File: src/rtl/timestamp_text_to_unix_epoch_top_defines.svh
// ----------------------------------------------------------------------------
// Timestamp-to-epoch assertion macros
// Concurrent assertion wrappers, empty when synthesized.
// ----------------------------------------------------------------------------
`ifndef TIMESTAMP_TEXT_TO_UNIX_EPOCH_TOP_DEFINES_SVH
`define TIMESTAMP_TEXT_TO_UNIX_EPOCH_TOP_DEFINES_SVH

`ifndef SYNTHESIS
`define TTUE_ASSERT_RST(lbl, clk_i, rstn_i, prop, msg) \
	lbl: assert property (@(posedge clk_i) disable iff (!rstn_i) prop) else $error(msg);
`define TTUE_ASSERT_ANY(lbl, clk_i, prop, msg) \
	lbl: assert property (@(posedge clk_i) prop) else $error(msg);
`else
`define TTUE_ASSERT_RST(lbl, clk_i, rstn_i, prop, msg)
`define TTUE_ASSERT_ANY(lbl, clk_i, prop, msg)
`endif

`endif

File: src/rtl/ttue_pkg.sv
// ----------------------------------------------------------------------------
// Timestamp-to-epoch package
// Shared types, codes and constants of the timestamp parser.
// ----------------------------------------------------------------------------
`default_nettype none

package ttue_pkg;

	localparam int unsigned QUEUE_DEPTH = 2;
	localparam int unsigned CFG_IDX_W   = 4;
	localparam int unsigned YEAR_CFG_W  = 12;

	localparam logic [4:0] TS_LEN = 5'd19;

	localparam logic [YEAR_CFG_W-1:0] MIN_YEAR_RST = 12'd2025;
	localparam logic [YEAR_CFG_W-1:0] MAX_YEAR_RST = 12'd2099;

	localparam logic [CFG_IDX_W-1:0] REG_MIN_YEAR = 4'd0;
	localparam logic [CFG_IDX_W-1:0] REG_MAX_YEAR = 4'd1;

	typedef enum logic [2:0] {
		ST_OK    = 3'd0,
		ST_SHORT = 3'd1,
		ST_YEAR  = 3'd2,
		ST_DATE  = 3'd3,
		ST_TIME  = 3'd4,
		ST_EPOCH = 3'd5
	} status_t;

	typedef struct packed {
		logic        too_short;
		logic [13:0] year;
		logic [6:0]  month;
		logic [6:0]  day;
		logic [6:0]  hour;
		logic [6:0]  minute;
		logic [6:0]  second;
	} parse_rec_t;

	// Day of year at the first of a month, year starting in March.
	function automatic logic [8:0] month_offset(input logic [3:0] mp);
		logic [8:0] r;
		unique case (mp)
			4'd0:    r = 9'd0;
			4'd1:    r = 9'd31;
			4'd2:    r = 9'd61;
			4'd3:    r = 9'd92;
			4'd4:    r = 9'd122;
			4'd5:    r = 9'd153;
			4'd6:    r = 9'd184;
			4'd7:    r = 9'd214;
			4'd8:    r = 9'd245;
			4'd9:    r = 9'd275;
			4'd10:   r = 9'd306;
			4'd11:   r = 9'd337;
			default: r = 9'd0;
		endcase
		return r;
	endfunction

endpackage

`default_nettype wire

File: src/rtl/ttue_front.sv
// ----------------------------------------------------------------------------
// Timestamp-to-epoch front end
// Takes one character a beat, builds the field values and queues a record
// at the last character.
// ----------------------------------------------------------------------------
`default_nettype none
`include "timestamp_text_to_unix_epoch_top_defines.svh"

module ttue_front (
	input  wire logic               clk,
	input  wire logic               arst_n,
	input  wire logic               in_valid,
	output logic                    in_ready,
	input  wire logic [7:0]         char_byte,
	input  wire logic               last_char,
	input  wire logic               q_full,
	output logic                    push,
	output ttue_pkg::parse_rec_t    rec
);
	import ttue_pkg::*;

	typedef enum logic [2:0] {F_NONE, F_YEAR, F_MON, F_DAY, F_HOUR, F_MIN, F_SEC} field_t;

	logic [4:0]  pos_q, pos_n;
	logic        stop_q, stop_n;
	logic [13:0] year_q, year_n;
	logic [6:0]  mon_q, mon_n, day_q, day_n, hour_q, hour_n, min_q, min_n, sec_q, sec_n;
	logic        fire, digit, fstart, stop_eff, take;
	field_t      sel;

	function automatic logic [13:0] mul10add(input logic [13:0] acc, input logic [3:0] d);
		return (acc << 3) + (acc << 1) + {10'b0, d};
	endfunction

	assign in_ready = ~q_full;
	assign fire     = in_valid & in_ready;
	assign digit    = (char_byte >= 8'd48) && (char_byte <= 8'd57);

	always_comb begin
		unique case (pos_q)
			5'd0, 5'd1, 5'd2, 5'd3: sel = F_YEAR;
			5'd5, 5'd6:             sel = F_MON;
			5'd8, 5'd9:             sel = F_DAY;
			5'd11, 5'd12:           sel = F_HOUR;
			5'd14, 5'd15:           sel = F_MIN;
			5'd17, 5'd18:           sel = F_SEC;
			default:                sel = F_NONE;
		endcase
	end

	assign fstart = (pos_q == 5'd0) || (pos_q == 5'd5) || (pos_q == 5'd8) ||
		(pos_q == 5'd11) || (pos_q == 5'd14) || (pos_q == 5'd17);
	assign stop_eff = stop_q & ~fstart;
	assign take     = ~stop_eff & digit;

	always_comb begin
		pos_n  = pos_q;
		stop_n = stop_q;
		year_n = year_q;
		mon_n  = mon_q;
		day_n  = day_q;
		hour_n = hour_q;
		min_n  = min_q;
		sec_n  = sec_q;
		if (pos_q < TS_LEN) begin
			pos_n  = pos_q + 5'd1;
			stop_n = stop_eff;
			if (sel != F_NONE) begin
				stop_n = stop_eff | ~digit;
			end
			if (take) begin
				unique case (sel)
					F_YEAR:  year_n = mul10add(year_q, char_byte[3:0]);
					F_MON:   mon_n  = 7'(mul10add({7'b0, mon_q}, char_byte[3:0]));
					F_DAY:   day_n  = 7'(mul10add({7'b0, day_q}, char_byte[3:0]));
					F_HOUR:  hour_n = 7'(mul10add({7'b0, hour_q}, char_byte[3:0]));
					F_MIN:   min_n  = 7'(mul10add({7'b0, min_q}, char_byte[3:0]));
					F_SEC:   sec_n  = 7'(mul10add({7'b0, sec_q}, char_byte[3:0]));
					default: ;
				endcase
			end
		end
	end

	assign push          = fire & last_char;
	assign rec.too_short = pos_n < TS_LEN;
	assign rec.year      = year_n;
	assign rec.month     = mon_n;
	assign rec.day       = day_n;
	assign rec.hour      = hour_n;
	assign rec.minute    = min_n;
	assign rec.second    = sec_n;

	always_ff @(posedge clk or negedge arst_n) begin
		if (!arst_n) begin
			pos_q  <= '0;
			stop_q <= 1'b0;
			year_q <= '0;
			mon_q  <= '0;
			day_q  <= '0;
			hour_q <= '0;
			min_q  <= '0;
			sec_q  <= '0;
		end else if (fire) begin
			if (last_char) begin
				pos_q  <= '0;
				stop_q <= 1'b0;
				year_q <= '0;
				mon_q  <= '0;
				day_q  <= '0;
				hour_q <= '0;
				min_q  <= '0;
				sec_q  <= '0;
			end else begin
				pos_q  <= pos_n;
				stop_q <= stop_n;
				year_q <= year_n;
				mon_q  <= mon_n;
				day_q  <= day_n;
				hour_q <= hour_n;
				min_q  <= min_n;
				sec_q  <= sec_n;
			end
		end
	end

	`TTUE_ASSERT_RST(a_front_clear, clk, arst_n, (fire && last_char) |=> (pos_q == 5'd0), "position not cleared after last beat")
	`TTUE_ASSERT_ANY(a_front_push, clk, push |-> !q_full, "record pushed into full queue")

endmodule

`default_nettype wire

File: src/rtl/ttue_fifo.sv
// ----------------------------------------------------------------------------
// Timestamp-to-epoch record queue
// Short queue of parsed records between the front and back ends.
// ----------------------------------------------------------------------------
`default_nettype none
`include "timestamp_text_to_unix_epoch_top_defines.svh"

module ttue_fifo #(
	parameter int unsigned Depth = ttue_pkg::QUEUE_DEPTH
) (
	input  wire logic                 clk,
	input  wire logic                 arst_n,
	input  wire logic                 push,
	input  wire ttue_pkg::parse_rec_t wdata,
	input  wire logic                 pop,
	output ttue_pkg::parse_rec_t      rdata,
	output logic                      full,
	output logic                      empty
);
	import ttue_pkg::*;

	localparam int unsigned PtrW = (Depth > 1) ? $clog2(Depth) : 1;
	localparam int unsigned CntW = $clog2(Depth + 1);
	localparam logic [PtrW-1:0] LastPtr = PtrW'(Depth - 1);
	localparam logic [CntW-1:0] FullCnt = CntW'(Depth);

	parse_rec_t      mem_q [Depth];
	logic [PtrW-1:0] wr_ptr_q, rd_ptr_q;
	logic [CntW-1:0] cnt_q;

	assign full  = (cnt_q == FullCnt);
	assign empty = (cnt_q == '0);
	assign rdata = mem_q[rd_ptr_q];

	always_ff @(posedge clk) begin
		if (push) begin
			mem_q[wr_ptr_q] <= wdata;
		end
	end

	always_ff @(posedge clk or negedge arst_n) begin
		if (!arst_n) begin
			wr_ptr_q <= '0;
			rd_ptr_q <= '0;
			cnt_q    <= '0;
		end else begin
			if (push) begin
				wr_ptr_q <= (wr_ptr_q == LastPtr) ? '0 : wr_ptr_q + PtrW'(1);
			end
			if (pop) begin
				rd_ptr_q <= (rd_ptr_q == LastPtr) ? '0 : rd_ptr_q + PtrW'(1);
			end
			if (push && !pop) begin
				cnt_q <= cnt_q + CntW'(1);
			end else if (pop && !push) begin
				cnt_q <= cnt_q - CntW'(1);
			end
		end
	end

	`TTUE_ASSERT_RST(a_fifo_pop, clk, arst_n, pop |-> (cnt_q != '0), "pop from empty queue")

endmodule

`default_nettype wire

File: src/rtl/ttue_back.sv
// ----------------------------------------------------------------------------
// Timestamp-to-epoch back end
// Range checks, days-from-civil and second count in a stalling pipeline
// with a registered output beat.
// ----------------------------------------------------------------------------
`default_nettype none
`include "timestamp_text_to_unix_epoch_top_defines.svh"

module ttue_back (
	input  wire logic                 clk,
	input  wire logic                 arst_n,
	input  wire logic [11:0]          min_year,
	input  wire logic [11:0]          max_year,
	input  wire ttue_pkg::parse_rec_t rec,
	input  wire logic                 q_empty,
	output logic                      pop,
	output logic                      out_valid,
	input  wire logic                 out_ready,
	output logic [2:0]                status,
	output logic [31:0]               epoch_seconds
);
	import ttue_pkg::*;

	localparam logic signed [21:0] DaysBias = 22'sd865565;
	localparam logic signed [38:0] MaxEpoch = 39'sd4294967295;

	logic en;

	// head checks
	status_t    st_pre;
	logic       feb;
	logic [12:0] y_pre;
	logic [6:0] mp;
	logic [8:0] doy_pre;

	logic        v_s1, v_s2, v_s3, v_s4, out_valid_q;
	status_t     st_s1, st_s2, st_s3, st_s4, status_q;
	logic [12:0] y_s1, y_s2;
	logic [8:0]  doy_s1, doy_s2;
	logic [4:0]  hr_s1;
	logic [5:0]  mi_s1, se_s1;
	logic [25:0] p100_s2;
	logic [21:0] y365_s2;
	logic [16:0] tod_s2, tod_s3, tod_s4;
	logic signed [21:0] days_s3;
	logic signed [38:0] dsec_s4;
	logic [31:0] epoch_q;

	logic [5:0]  q100;
	logic [21:0] usum;
	logic signed [38:0] e_sum;
	status_t     st_fin;
	logic [31:0] ep_fin;

	assign en  = ~out_valid_q | out_ready;
	assign pop = en & ~q_empty;

	always_comb begin
		priority if (rec.too_short) begin
			st_pre = ST_SHORT;
		end else if (rec.year < {2'b0, min_year} || rec.year > {2'b0, max_year}) begin
			st_pre = ST_YEAR;
		end else if (rec.month == 7'd0 || rec.month > 7'd12 ||
				rec.day == 7'd0 || rec.day > 7'd31) begin
			st_pre = ST_DATE;
		end else if (rec.hour > 7'd23 || rec.minute > 7'd59 || rec.second > 7'd59) begin
			st_pre = ST_TIME;
		end else begin
			st_pre = ST_OK;
		end
	end

	// shift the year by one era so it stays non-negative
	assign feb     = rec.month <= 7'd2;
	assign y_pre   = {1'b0, rec.year[11:0]} + 13'd400 - {12'b0, feb};
	assign mp      = feb ? rec.month + 7'd9 : rec.month - 7'd3;
	assign doy_pre = month_offset(mp[3:0]) + {4'b0, rec.day[4:0]} - 9'd1;

	assign q100  = p100_s2[24:19];
	assign usum  = y365_s2 + {11'b0, y_s2[12:2]} + {18'b0, q100[5:2]} + {13'b0, doy_s2}
		- {16'b0, q100};
	assign e_sum = dsec_s4 + $signed({22'b0, tod_s4});

	always_comb begin
		st_fin = st_s4;
		ep_fin = '0;
		if (st_s4 == ST_OK) begin
			priority if (e_sum <= 39'sd0) begin
				st_fin = ST_EPOCH;
			end else if (e_sum > MaxEpoch) begin
				ep_fin = '1;
			end else begin
				ep_fin = e_sum[31:0];
			end
		end
	end

	always_ff @(posedge clk or negedge arst_n) begin
		if (!arst_n) begin
			v_s1        <= 1'b0;
			v_s2        <= 1'b0;
			v_s3        <= 1'b0;
			v_s4        <= 1'b0;
			out_valid_q <= 1'b0;
		end else if (en) begin
			v_s1        <= ~q_empty;
			v_s2        <= v_s1;
			v_s3        <= v_s2;
			v_s4        <= v_s3;
			out_valid_q <= v_s4;
		end
	end

	always_ff @(posedge clk) begin
		if (en) begin
			st_s1    <= st_pre;
			y_s1     <= y_pre;
			doy_s1   <= doy_pre;
			hr_s1    <= rec.hour[4:0];
			mi_s1    <= rec.minute[5:0];
			se_s1    <= rec.second[5:0];
			st_s2    <= st_s1;
			y_s2     <= y_s1;
			doy_s2   <= doy_s1;
			p100_s2  <= {13'b0, y_s1} * 26'd5243;
			y365_s2  <= {9'b0, y_s1} * 22'd365;
			tod_s2   <= {12'b0, hr_s1} * 17'd3600 + {11'b0, mi_s1} * 17'd60 + {11'b0, se_s1};
			st_s3    <= st_s2;
			tod_s3   <= tod_s2;
			days_s3  <= $signed(usum) - DaysBias;
			st_s4    <= st_s3;
			tod_s4   <= tod_s3;
			dsec_s4  <= days_s3 * $signed(18'd86400);
			status_q <= st_fin;
			epoch_q  <= ep_fin;
		end
	end

	assign out_valid     = out_valid_q;
	assign status        = status_q;
	assign epoch_seconds = epoch_q;

	`TTUE_ASSERT_RST(a_back_zero, clk, arst_n, (out_valid_q && status_q != ST_OK) |-> (epoch_q == 32'd0), "epoch not zero on error status")
	`TTUE_ASSERT_RST(a_back_pop, clk, arst_n, pop |=> v_s1, "popped record lost before first stage")

endmodule

`default_nettype wire

File: src/rtl/timestamp_text_to_unix_epoch_top.sv
// ----------------------------------------------------------------------------
// Timestamp text to Unix epoch
// Parses "YYYY-MM-DD HH:MM:SS" UTC text a character a beat and returns a
// status and the seconds since 1970-01-01 at the last character.
//
//   channel | signals                                     | direction
//   in      | in_valid, in_ready, char_byte, last_char    | into block
//   out     | out_valid, out_ready, status, epoch_seconds | out of block
//   cfg     | cfg_valid, cfg_ready, cfg_index, cfg_data   | into block
//
// One character is taken every cycle while the record queue is not full;
// the front parser holds one string. A record passes from the queue through
// a four-stage back pipeline and the output register.
// Reset clears the parser, queue and pipeline and loads years 2025..2099.
// A stalled output holds the back pipeline; the front keeps taking beats
// until the record queue fills, then drops in_ready.
// ----------------------------------------------------------------------------
`default_nettype none

module timestamp_text_to_unix_epoch_top #(
	parameter int unsigned QueueDepth = ttue_pkg::QUEUE_DEPTH
) (
	input  wire logic                             clk,
	input  wire logic                             arst_n,
	input  wire logic                             in_valid,
	output logic                                  in_ready,
	input  wire logic [7:0]                       char_byte,
	input  wire logic                             last_char,
	output logic                                  out_valid,
	input  wire logic                             out_ready,
	output logic [2:0]                            status,
	output logic [31:0]                           epoch_seconds,
	input  wire logic                             cfg_valid,
	output logic                                  cfg_ready,
	input  wire logic [ttue_pkg::CFG_IDX_W-1:0]   cfg_index,
	input  wire logic [ttue_pkg::YEAR_CFG_W-1:0]  cfg_data
);
	import ttue_pkg::*;

	logic [YEAR_CFG_W-1:0] min_year_q, max_year_q;
	logic       push, pop, q_full, q_empty;
	parse_rec_t rec_in, rec_out;

	assign cfg_ready = 1'b1;

	always_ff @(posedge clk or negedge arst_n) begin
		if (!arst_n) begin
			min_year_q <= MIN_YEAR_RST;
			max_year_q <= MAX_YEAR_RST;
		end else if (cfg_valid && cfg_ready) begin
			if (cfg_index == REG_MIN_YEAR) begin
				min_year_q <= cfg_data;
			end else if (cfg_index == REG_MAX_YEAR) begin
				max_year_q <= cfg_data;
			end
		end
	end

	ttue_front u_front (
		.clk       (clk),
		.arst_n    (arst_n),
		.in_valid  (in_valid),
		.in_ready  (in_ready),
		.char_byte (char_byte),
		.last_char (last_char),
		.q_full    (q_full),
		.push      (push),
		.rec       (rec_in)
	);

	ttue_fifo #(
		.Depth (QueueDepth)
	) u_fifo (
		.clk    (clk),
		.arst_n (arst_n),
		.push   (push),
		.wdata  (rec_in),
		.pop    (pop),
		.rdata  (rec_out),
		.full   (q_full),
		.empty  (q_empty)
	);

	ttue_back u_back (
		.clk           (clk),
		.arst_n        (arst_n),
		.min_year      (min_year_q),
		.max_year      (max_year_q),
		.rec           (rec_out),
		.q_empty       (q_empty),
		.pop           (pop),
		.out_valid     (out_valid),
		.out_ready     (out_ready),
		.status        (status),
		.epoch_seconds (epoch_seconds)
	);

endmodule

`default_nettype wire

File: config.mk
export PLATFORM = sky130hd
export DESIGN_NAME = timestamp_text_to_unix_epoch_top
export DESIGN_NICKNAME = d
export VERILOG_FILES = /design/src/rtl/ttue_pkg.sv /design/src/rtl/ttue_front.sv /design/src/rtl/ttue_fifo.sv /design/src/rtl/ttue_back.sv /design/src/rtl/timestamp_text_to_unix_epoch_top.sv
export VERILOG_INCLUDE_DIRS = /design/src /design/src/rtl
export SDC_FILE = /design/constraint.sdc
export NUM_CORES = 1
export LEC_CHECK = 0
export BUFFER_PORTS_ARGS = -buffer_cell sky130_fd_sc_hd__buf_2
export CORE_ASPECT_RATIO = 1.1
export CORE_UTILIZATION = 55
export CTS_CLUSTER_SIZE = 16
export DETAILED_ROUTE_END_ITERATION = 6
export HOLD_SLACK_MARGIN = 0.05
export PLACE_DENSITY = 0.71
export SLEW_MARGIN = 20
export SYNTH_ARGS = -nofsm -noshare
export SYNTH_HDL_FRONTEND = slang
export SYNTH_HIERARCHICAL = 1
export SYNTH_SLANG_ARGS = --single-unit
File: constraint.sdc
create_clock -name clk -period 7.3 [get_ports clk]
set_clock_uncertainty 0.2 [all_clocks]
set_input_delay 0.365 -clock clk [delete_from_list [all_inputs] [get_ports clk]]
set_output_delay 0.365 -clock clk [all_outputs]
set_load 0.03 [all_outputs]
# After elaboration in Yosys (flattened, before gate mapping)
# Memory sizes are Yosys's and may differ from the RTL's.
# Cells that the tools add are included.
op_classes:
  add_sub_neg: 31
  mul: 5
  order_cmp: 14
  eq_ne: 13
  muxes: 42
  bitwise_logic: 15
  n_reduce_logical: 30
op_table:
  columns: ["operator", "count"]
  rows:
  - ["$mux 7", 20]
  - ["$mux 14", 4]
  - ["$add 39x18->39", 1]
  - ["$gt 39x33->1 const B", 1]
  - ["$le 39x1->1 const B", 1]
  - ["$add 7x4->7", 5]
  - ["$add 7x7->7", 5]
  - ["$mul 22x11->32 const B", 1]
  - ["$mux 32", 1]
  - ["$mul 13x13->25 const B", 1]
  - ["$add 22x11->22", 1]
  - ["$add 22x4->22", 1]
  - ["$add 22x9->22", 1]
  - ["$mul 13x9->22 const B", 1]
  - ["$sub 22x21->22 const B", 1]
  - ["$sub 22x6->22", 1]
  - ["$add 17x12->17", 1]
  - ["$add 17x6->17", 1]
  - ["$eq 5x4->1 const B", 3]
  - ["$add 14x14->14", 1]
  - ["$add 14x4->14", 1]
  - ["$gt 14x12->1", 1]
  - ["$gt 7x5->1 const B", 2]
  - ["$gt 7x6->1 const B", 2]
  - ["47 further kinds", 92]
word_totals:
  reg_bits: 348
  mem_bits_rw: 100
  romBits: 240
  input_bits: 30
  out_inout_bits: 38
  mem_count: 3
mem_list:
  columns: ["name", "words", "width", "rd", "rd_clocked_by_memory_dff", "wr", "line", "text"]
  rows:
  - ["(no name shown)", 16, 9, 1, 0, 0, "ttue_pkg.sv:43", "unique case (mp)"]
  - ["u_fifo.mem_q", 2, 50, 1, 0, 1, "ttue_fifo.sv:27", "parse_rec_t mem_q [Depth];"]
  - ["(no name shown)", 32, 3, 1, 0, 0, "ttue_front.sv:40", "unique case (pos_q)"]

# Depth between registers and ports, before layout
# Gate-level depths: netlist of the first run.
depth:
  depth_word: 13
  ltp_mapped: 26
  ltp_nobuf: 22

# Hierarchy
# Netlist of the first run, hierarchy kept.
by_module_without_submodules:
  columns: ["mod", "n_inst", "cells_per_inst", "area_each_um2"]
  rows:
  - ["ttue_back", 1, 2141, 23115.9]
  - ["ttue_front", 1, 565, 5163.7]
  - ["ttue_fifo", 1, 172, 4047.6]
  - ["timestamp_text_to_unix_epoch_top", 1, 55, 985.9]

# Worst setup path after synthesis of the first run
# OpenSTA, ideal clock, no wires.
synth_path:
  path_kind: "reg-to-reg"
  from: "register u_back.out_valid_q (netlist: u_back/out_valid)"
  to: "register u_back.days_s3[0], enable pin"
  setup_ns: 0.589
  arrival_time_ns: 5.416
  required_time_ns: 6.511
  slack_ns: 1.095
  stages_incl_launch_ff: 4
  path_buffers: 1
  period_less_slack_ns: 6.205
  path_cell_list: "dfrtp_1 -> nor2b_1 -> clkbuf_1 -> inv_1"
synth_via:
  elab_chain_len: 2
synth_rtl:
  columns: ["element", "line", "text"]
  rows:
  - ["start, declared", "ttue_back.sv:36", "logic v_s1, v_s2, v_s3, v_s4, out_valid_q;"]
  - ["start signal, assigned", "ttue_back.sv:110", "out_valid_q <= v_s4;"]
  - ["$not 1->1", "ttue_back.sv:55", "assign en = ~out_valid_q | out_ready;"]
  - ["$or 1x1->1", "ttue_back.sv:55", null]
  - ["end signal, assigned", "ttue_back.sv:130", "days_s3 <= $signed(usum) - DaysBias;"]
  - ["end, declared", "ttue_back.sv:45", "logic signed [21:0] days_s3;"]
# No other way between the ends.
# A chain may end at the register's enable or synchronous reset.

# Worst setup path after layout of the first run
layout_path:
  from: "register u_back.y_s1[10]"
  to: "register u_back.p100_s2[24] (data pin)"
layout_via:
  elab_chain_len: 1
layout_rtl:
  columns: ["element", "line", "text"]
  rows:
  - ["start, declared", "ttue_back.sv:38", "logic [12:0] y_s1, y_s2;"]
  - ["start signal, assigned", "ttue_back.sv:117", "y_s1 <= y_pre;"]
  - ["$mul 13x13->25", "ttue_back.sv:125", "p100_s2 <= {13'b0, y_s1} * 26'd5243;"]
  - ["end signal, assigned", "ttue_back.sv:125", null]
  - ["end, declared", "ttue_back.sv:42", "logic [25:0] p100_s2;"]
# No other way between the ends.

==> results of run 1 <==
sequential cells by signal (all words and copies together), names as in the netlist, 7 cells and up:
name and cells:
u_back/tod_s3 17, u_back/dsec_s4 32, u_back/y_s1 13, u_front/year_q 14, min_year_q 12, u_front/min_q 7, u_back/tod_s2 17, u_back/tod_s4 17
u_front/sec_q 7, u_back/days_s3 22, u_back/doy_s1 9, u_front/day_q 7, u_back/y365_s2 20, u_back/epoch_seconds 32, u_back/y_s2 13, u_front/mon_q 7
u_back/doy_s2 9, max_year_q 12, u_fifo/mem_q 100, u_front/hour_q 7
metal layers:
metal / vias to the layer above / part of all wire [%] / GRT usage [%]
li1: 10327 / - / -
met1: 10194 / 41 / 25.1
met2: 403 / 52 / 39.8
met3: 110 / 3.6 / 2.79
met4: 0 / 3.0 / 7.38
met5: - / 0 / 0
worst reg2reg max path: cells and delay by family, from the launching register on:
kind                     cells  cell delay, ns
buffers and inverters        4            0.29
AO/OA/AOI/OAI                5            1.24
flip-flops                   1            0.61
adder cells (fa/ha/maj)      6            2.77
AND/OR/NAND/NOR              2            0.50
kinds of logic after synthesis:
logic type | Yosys count
fa+ha+maj | 659
xor+xnor | 175
flops | 427
buf+inv | 606
other cells | 1
simple gates | 445
compound gates | 517
mux | 103
final timing paths:
path | startpoint | to | slack (ns) | depth (start not counted)
worst min-delay path | out_ready | u_back/v_s1 | 0.09 | 3
worst max-delay path | u_back/y_s1[10] | u_back/p100_s2[24] | 1.43 | 17
worst min register to register | u_back/st_s1[0] | u_back/st_s2[0] | 0.21 | 0
worst max register to register | u_back/y_s1[10] | u_back/p100_s2[24] | 1.43 | 17
max in group asynchronous | arst_n | u_front/year_q[12] | 5.61 | 3
min in group asynchronous | arst_n | min_year_q[3] | 0.20 | 2
area by class of cell:
| cell class | instances | share of cell area, % |
|---|---|---|
| clock buffers | 58 | 3.51 |
| well taps | 768 | 2.66 |
| multi-input cells | 1900 | 51.2 |
| repair buffers | 94 | 1.66 |
| flip-flops and latches | 427 | 34.3 |
| clock inverters | 30 | 0.852 |
| inverters | 558 | 5.82 |
cells in the mapped netlist, types with 11 or more instances:
master / count / area share, %
sky130_fd_sc_hd__o31ai_1: 17 / 0.38
sky130_fd_sc_hd__nand2_1: 164 / 1.8
sky130_fd_sc_hd__nor2_1: 70 / 0.79
sky130_fd_sc_hd__clkbuf_1: 25 / 0.28
sky130_fd_sc_hd__dfrtp_1: 75 / 5.6
sky130_fd_sc_hd__xor2_1: 54 / 1.4
sky130_fd_sc_hd__nand2b_1: 13 / 0.24
sky130_fd_sc_hd__and3_1: 14 / 0.26
sky130_fd_sc_hd__a21oi_1: 117 / 1.8
sky130_fd_sc_hd__fa_1: 204 / 12
sky130_fd_sc_hd__a31oi_1: 14 / 0.26
sky130_fd_sc_hd__o22ai_1: 11 / 0.21
sky130_fd_sc_hd__inv_1: 558 / 6.3
sky130_fd_sc_hd__a22o_1: 12 / 0.32
sky130_fd_sc_hd__a21o_1: 54 / 1.2
sky130_fd_sc_hd__xnor2_1: 120 / 3.2
sky130_fd_sc_hd__and2_1: 12 / 0.23
sky130_fd_sc_hd__o21a_1: 25 / 0.56
sky130_fd_sc_hd__nand4_1: 11 / 0.21
sky130_fd_sc_hd__a211oi_1: 20 / 0.45
sky130_fd_sc_hd__mux2_2: 41 / 1.4
sky130_fd_sc_hd__ha_1: 454 / 17
sky130_fd_sc_hd__nand3_1: 42 / 0.63
sky130_fd_sc_hd__nor2b_1: 19 / 0.36
sky130_fd_sc_hd__o21bai_1: 24 / 0.54
sky130_fd_sc_hd__dfstp_2: 13 / 1.0
sky130_fd_sc_hd__mux2_4: 59 / 2.7
sky130_fd_sc_hd__o211ai_1: 11 / 0.25
sky130_fd_sc_hd__a22oi_1: 18 / 0.41
sky130_fd_sc_hd__o21ai_0: 92 / 1.4
sky130_fd_sc_hd__nor3_1: 33 / 0.50
sky130_fd_sc_hd__edfxtp_1: 339 / 31
stage by stage:
step / cells / utilization, % / hold slack (ns) / area (um2)
2_1_floorplan: 2933 / - / -0.131 / 33300
5_1_grt: 3835 / 60.4 / 0.0683 / 36100
3_5_place_dp: 3731 / 57.4 / 0.0931 / 34400
4_1_cts: 3834 / 60.3 / 0.0541 / 36100
3_3_place_gp: 3731 / 57.4 / 0.0879 / 34400
6_report: 3835 / 60.4 / 0.0920 / 36100
==> PnR_summary.wiki, run 1 <==
{| class="wikitable"
! Metric !! Value
|-
| Outcome || finished, final reports clean
|-
| Synth Instances || about 2900
|-
| Starting Density || a little under three fifths
|-
| Vias per cell || 5.48
|-
| Post-cts gate resize count || 0
|-
| Reg clk slew, reported paths || 0.06 ns
|-
| Wire length of the first global-routing pass || 106000 um
|-
| Count of inserted antenna diode cells || 0
|-
| Number of buffers inserted to repair setup after CTS || 0
|-
| Simple-gate share of the synthesized area || 6.69%
|-
| Final wirelength || 63600 um
|-
| Overall Global Routing Usage || 21.3%
|-
| Number of vias in the routed layout || 21034
|-
| Pin count of the biggest net entering global routing || 157
|-
| Relative area change from synthesis to final layout || 8.47%
|-
| Hold violation count in the final report || 0
|-
| Rows || 94
|-
| Antenna violations before repair || 0
|-
| Count of port buffers added during placement || 66
|-
| Unrepaired setup endpoints after global routing || no
|-
| Worst slack, placed || roughly 1.5 ns
|-
| Shortest clock period the worst path allows after layout || 5.87 ns
|-
| Buffer and inverter count on the worst path || 4
|-
| Synth Area in XOR/XNOR || 4.62%
|-
| Final WS setup || around 1.4 ns
|-
| Area of the core || 0.0599 mm2
|-
| Portion of the post-synthesis area used by sequential elements || between 30 and 40%
|-
| Max H-tree Level || 2
|-
| Chip Height || 260 um
|-
| Maxcap violations || 0
|-
| Kind of launch point of the worst setup path || flip-flop
|-
| Top fanout value on the critical path || 8
|-
| Synth Area in Compound Gates || between 10% and 20%
|-
| DRC Markers || 0
|-
| Skew-Pair Late Insertion Delay || 0.59 ns
|-
| Worst hold path type || in2reg
|-
| Top_reg_cell synth || sky130_fd_sc_hd__edfxtp_1
|-
| Multiplexer fraction of the synthesized cell area || 4.14%
|-
| Register area || 0.0124 mm2
|-
| Adder and majority gate portion of the synthesized area || 29.3%
|-
| Residual antenna-violating net count after detailed routing || 0
|-
| Multi-input combinational cell area || 0.0185 mm2
|-
| Most frequent standard cell in the layout excluding fill and tap cells || sky130_fd_sc_hd__inv_1
|-
| Syn_area_per_cell || 11.4 um2
|-
| Distinct cell type count of the synthesized netlist || 109
|-
| Maximum number of buffers from clock root to sink || 3
|-
| Number of detailed-route iterations in the first pass || 5
|-
| Vias in the first global route || 21794
|-
| Number of enable flip-flop cells after synthesis || between 300 and 400
|-
| Post-DP HPWL || between 40000 and 50000 um
|-
| Setup Crit Path Kind || reg2reg
|-
| Total negative slack for setup checks || 0 ns
|-
| Proportion of register bits with asynchronous set or reset after synthesis || just over 20%
|-
| Number of top-level pins || around 70
|-
| Count of hold buffers inserted by post-cts repair || 15
|-
| Die boundary width || 237 um
|-
| Global-route congestion overflow total || 0
|-
| CTS tree || yes
|-
| Highest-count cells in the layout ignoring fill and taps || sky130_fd_sc_hd__inv_1 (557), sky130_fd_sc_hd__ha_1 (454), sky130_fd_sc_hd__edfxtp_1 (339)
|-
| Crit. End Element || flip-flop
|-
| Mapped Area || 0.0333 mm2
|-
| CP max stage cell || sky130_fd_sc_hd__edfxtp_1
|-
| Share of the clock period used by the worst path || 80.4%
|-
| Slew of the pin with the lowest slew margin || 1.07 ns
|-
| Root buffer cell || sky130_fd_sc_hd__clkbuf_16
|-
| Die Outline Area || 0.0616 mm2
|-
| Nets in the synthesized netlist || 3621
|-
| Number of DRC markers in iteration 0 || around 1200
|-
| Clock net sink count || 427
|-
| Worst endpoint data arrival time || 6.00 ns
|-
| Inserted Clock Buffers || 47
|-
| Largest stage delay on the critical path || slightly above 0.6 ns
|-
| Max Transition Viols Final || 0
|-
| Nets@finish || 3716
|-
| Drt wl/cell || 16.6 um
|-
| Layout fillers || 4764
|-
| GPL Wtd Cong || 0.909
|-
| Final setup viols || 0
|-
| Largest family of logic cells by synthesized area || adder cells
|-
| Share of layout cells above drive strength 1 || 10.9%
|-
| Crit path max-delay family || adder cells
|-
| Worst-case headroom to the max-slew limit || 28.3%
|-
| Critical Path RT || 7.42 ns
|-
| F_max || 170 MHz
|-
| Cell chain of the critical path || ha_1 > inv_1 > fa_1 > inv_1 > fa_1 > inv_1 > fa_1 > fa_1 > inv_1 > ha_1 > o21a_1 > o21ai_0 > o31ai_1 > a41oi_1 > nor3_1 > o211a_1 > nor3_1
|-
| Synth warnings || 6
|-
| Synthesis-stage register bit count || ~430
|}
Power of run 1 is not shown: default switching activity piles up to over one toggle a cycle in this logic, so the estimate is an artifact.
==> inputs of run 2 (changes only) <==
==> constraint.sdc (replaced) <==
create_clock -name clk -period 5.6 [get_ports clk]
set_clock_uncertainty 0.2 [all_clocks]
set_input_delay 0.28 -clock clk [delete_from_list [all_inputs] [get_ports clk]]
set_output_delay 0.28 -clock clk [all_outputs]
set_load 0.03 [all_outputs]
==> run 2 against run 1 <==
Against the previous run:
- via count grew 1.2%
- die area is the same
- non-clock buffer count grew 22
- count of clock-buffer cells in the layout grew 2
- flip-flop and latch count is the same
- maximum frequency grew 9.5%
- worst setup slack lost 1.2 ns
- utilization grew 0.55 points
- wire length grew 2.0%
- critical path type unchanged
- critical endpoint unchanged
- largest cell class unchanged
==> PnR_summary.wiki, run 2 (synthesized netlist as in run 1, its figures left out) <==
{| class="wikitable"
! Metric !! Value
|-
| Setup Crit Path Kind || reg2reg
|-
| Skew-Pair Late Insertion Delay || between 0.5 and 0.6 ns
|-
| Drt wl/cell || 16.8 um
|-
| Antenna violations before repair || 0
|-
| Nets@finish || 3738
|-
| Most numerous cell on the critical path || sky130_fd_sc_hd__inv_1
|-
| Final setup viols || 0
|-
| M2 GR Usage || 42.1%
|-
| Number of DRC markers in iteration 0 || 1010
|-
| Largest register by flop count || u_fifo/mem_q
|-
| Post-DP HPWL || 51200 um
|-
| Hold violation count in the final report || 0
|-
| Final wirelength || 64900 um
|-
| Reg clk slew, reported paths || ~0.06 ns
|-
| Relative area change from synthesis to final layout || 9.45%
|-
| Vias in the first global route || 22436
|-
| Maximum number of buffers from clock root to sink || 3
|-
| Chip Height || 260 um
|-
| Global-route congestion overflow total || 0
|-
| Residual antenna-violating net count after detailed routing || 0
|-
| Die boundary width || about 240 um
|-
| Starting Density || 55.6%
|-
| Highest-count cells in the layout ignoring fill and taps || sky130_fd_sc_hd__inv_1 (555), sky130_fd_sc_hd__ha_1 (452), sky130_fd_sc_hd__edfxtp_1 (339)
|-
| GPL Wtd Cong || about 0.93
|-
| Total negative slack for setup checks || 0 ns
|-
| Cell chain of the critical path || ha_1 > ha_1 > inv_1 > fa_1 > inv_1 > fa_1 > inv_1 > fa_1 > inv_1 > ha_1 > a21o_1 > a21oi_1 > o31ai_1 > buf_4 > a41oi_2 > nor3_1 > buf_4 > o211a_1 > nor3_2
|-
| Area of the core || roughly 0.06 mm2
|-
| Worst-case headroom to the max-slew limit || 30.6%
|-
| Maxcap violations || 0
|-
| CP max stage cell || sky130_fd_sc_hd__fa_1
|-
| DRC Markers || 0
|-
| Rows || 94
|-
| Worst endpoint data arrival time || 5.58 ns
|-
| Root buffer cell || sky130_fd_sc_hd__clkbuf_16
|-
| Count of inserted antenna diode cells || 0
|-
| Share of the clock period used by the worst path || 95.8%
|-
| Max H-tree Level || 2
|-
| Worst hold path type || in2async
|-
| F_max || about 190 MHz
|-
| Crit. End Element || flip-flop
|-
| Share of layout cells above drive strength 1 || 12.0%
|-
| Shortest clock period the worst path allows after layout || 5.36 ns
|-
| Number of detailed-route iterations in the first pass || 5
|-
| Top fanout value on the critical path || 5
|-
| Critical Path RT || 5.81 ns
|-
| Vias per cell || 5.52
|-
| Clock net sink count || 427
|-
| Pin count of the biggest net entering global routing || 141
|-
| Met1 Use GR || 24.7%
|-
| Reg-to-reg setup timing slack || 0.24 ns
|-
| Die Outline Area || 0.0616 mm2
|-
| Outcome || finished, final reports clean
|-
| Number of top-level pins || slightly below 70
|-
| Top Usage Layer GRT || met2
|-
| Overall Global Routing Usage || a little over a fifth
|-
| Number of vias in the routed layout || 21288
|-
| Kind of launch point of the worst setup path || flip-flop
|-
| Inserted Clock Buffers || 47
|-
| Count of port buffers added during placement || between 60 and 70
|-
| Largest register FFs || 100
|-
| Most frequent standard cell in the layout excluding fill and tap cells || sky130_fd_sc_hd__inv_1
|-
| Met3 global-route usage || 2.62%
|-
| Wire length of the first global-routing pass || 108000 um
|-
| Largest stage delay on the critical path || 0.59 ns
|-
| Buffer and inverter count on the worst path || 6
|-
| CTS tree || yes
|-
| Slew of the pin with the lowest slew margin || around 1.0 ns
|-
| Max Transition Viols Final || 0
|-
| Crit path max-delay family || adder cells
|}
[run 2: cell types whose count changed in the layout (fill, tap and decap cells not counted), sizes merged]
cell / change
buf: +21
bufinv: +2
clkbuf: +2
clkinv: -3
dlygate4sd3: +1
inv: -2
[run 2: metal layers]
metal,part of all wire [%],wire [um],vias up
met5,0,0,-
met1,40,26000,10425
met3,3.2,2060,121
met2,54,35100,370
li1,-,-,10372
met4,2.7,1730,0
[run 2: worst paths after layout]
check / endpoint / depth (start not counted) / start
min in group clk: min_year_q[1] / 4 / cfg_index[0]
min reg2reg: u_back/st_s3[2] / 0 / u_back/st_s2[2]
max reg2reg: u_back/p100_s2[24] / 19 / u_back/y_s1[2]
max: u_back/p100_s2[24] / 19 / u_back/y_s1[2]
max in group asynchronous: max_year_q[8] / 3 / arst_n
min: max_year_q[1] / 2 / arst_n
[run 2: area by class of cell]
cell class	instances	area, um2
tap	768	961
clock buffer	60	1320
fill	4732	23400
timing repair buffer	116	761
multi-input combinational	1900	18600
sequential	427	12400
inverter	558	2100
clock inverter	27	342
[run 2: metrics by stage]
step                      cells  hold slack, ns  area [um2]  setup slack, ns  util [%]
final                      3856          0.0753       36500            0.235      60.9
after global routing       3856          0.0891       36500         -0.00661      60.9
after CTS                  3855          0.0537       36400            0.145      60.7
after detailed placement   3752         0.00497       34500            0.167      57.7
after global placement     3752        -0.00122       34500            0.235      57.7
after floorplan            2933          -0.216       33300            0.434         -
[run 2: worst reg2reg max path: stages (launching register included)]
cell                       delay, ns
sky130_fd_sc_hd__edfxtp_1       0.52
sky130_fd_sc_hd__ha_1           0.42
sky130_fd_sc_hd__ha_1           0.34
sky130_fd_sc_hd__inv_1          0.07
sky130_fd_sc_hd__fa_1           0.52
sky130_fd_sc_hd__inv_1          0.05
sky130_fd_sc_hd__fa_1           0.59
sky130_fd_sc_hd__inv_1          0.07
sky130_fd_sc_hd__fa_1           0.54
sky130_fd_sc_hd__inv_1          0.04
sky130_fd_sc_hd__ha_1           0.30
sky130_fd_sc_hd__a21o_1         0.19
sky130_fd_sc_hd__a21oi_1        0.13
sky130_fd_sc_hd__o31ai_1        0.08
sky130_fd_sc_hd__buf_4          0.16
sky130_fd_sc_hd__a41oi_2        0.27
sky130_fd_sc_hd__nor3_1         0.11
sky130_fd_sc_hd__buf_4          0.15
sky130_fd_sc_hd__o211a_1        0.24
sky130_fd_sc_hd__nor3_2         0.19
[run 2: repair_timing]
item | 4_1_cts | 5_1_grt
hold buffers | 16 | 0
resized for setup | 0 | 15
setup buffers | 0 | 1
endpoints found under the hold margin | 77 | 0
endpoints found under the setup margin | 0 | 9
Power of run 2 is left out for the same reason.
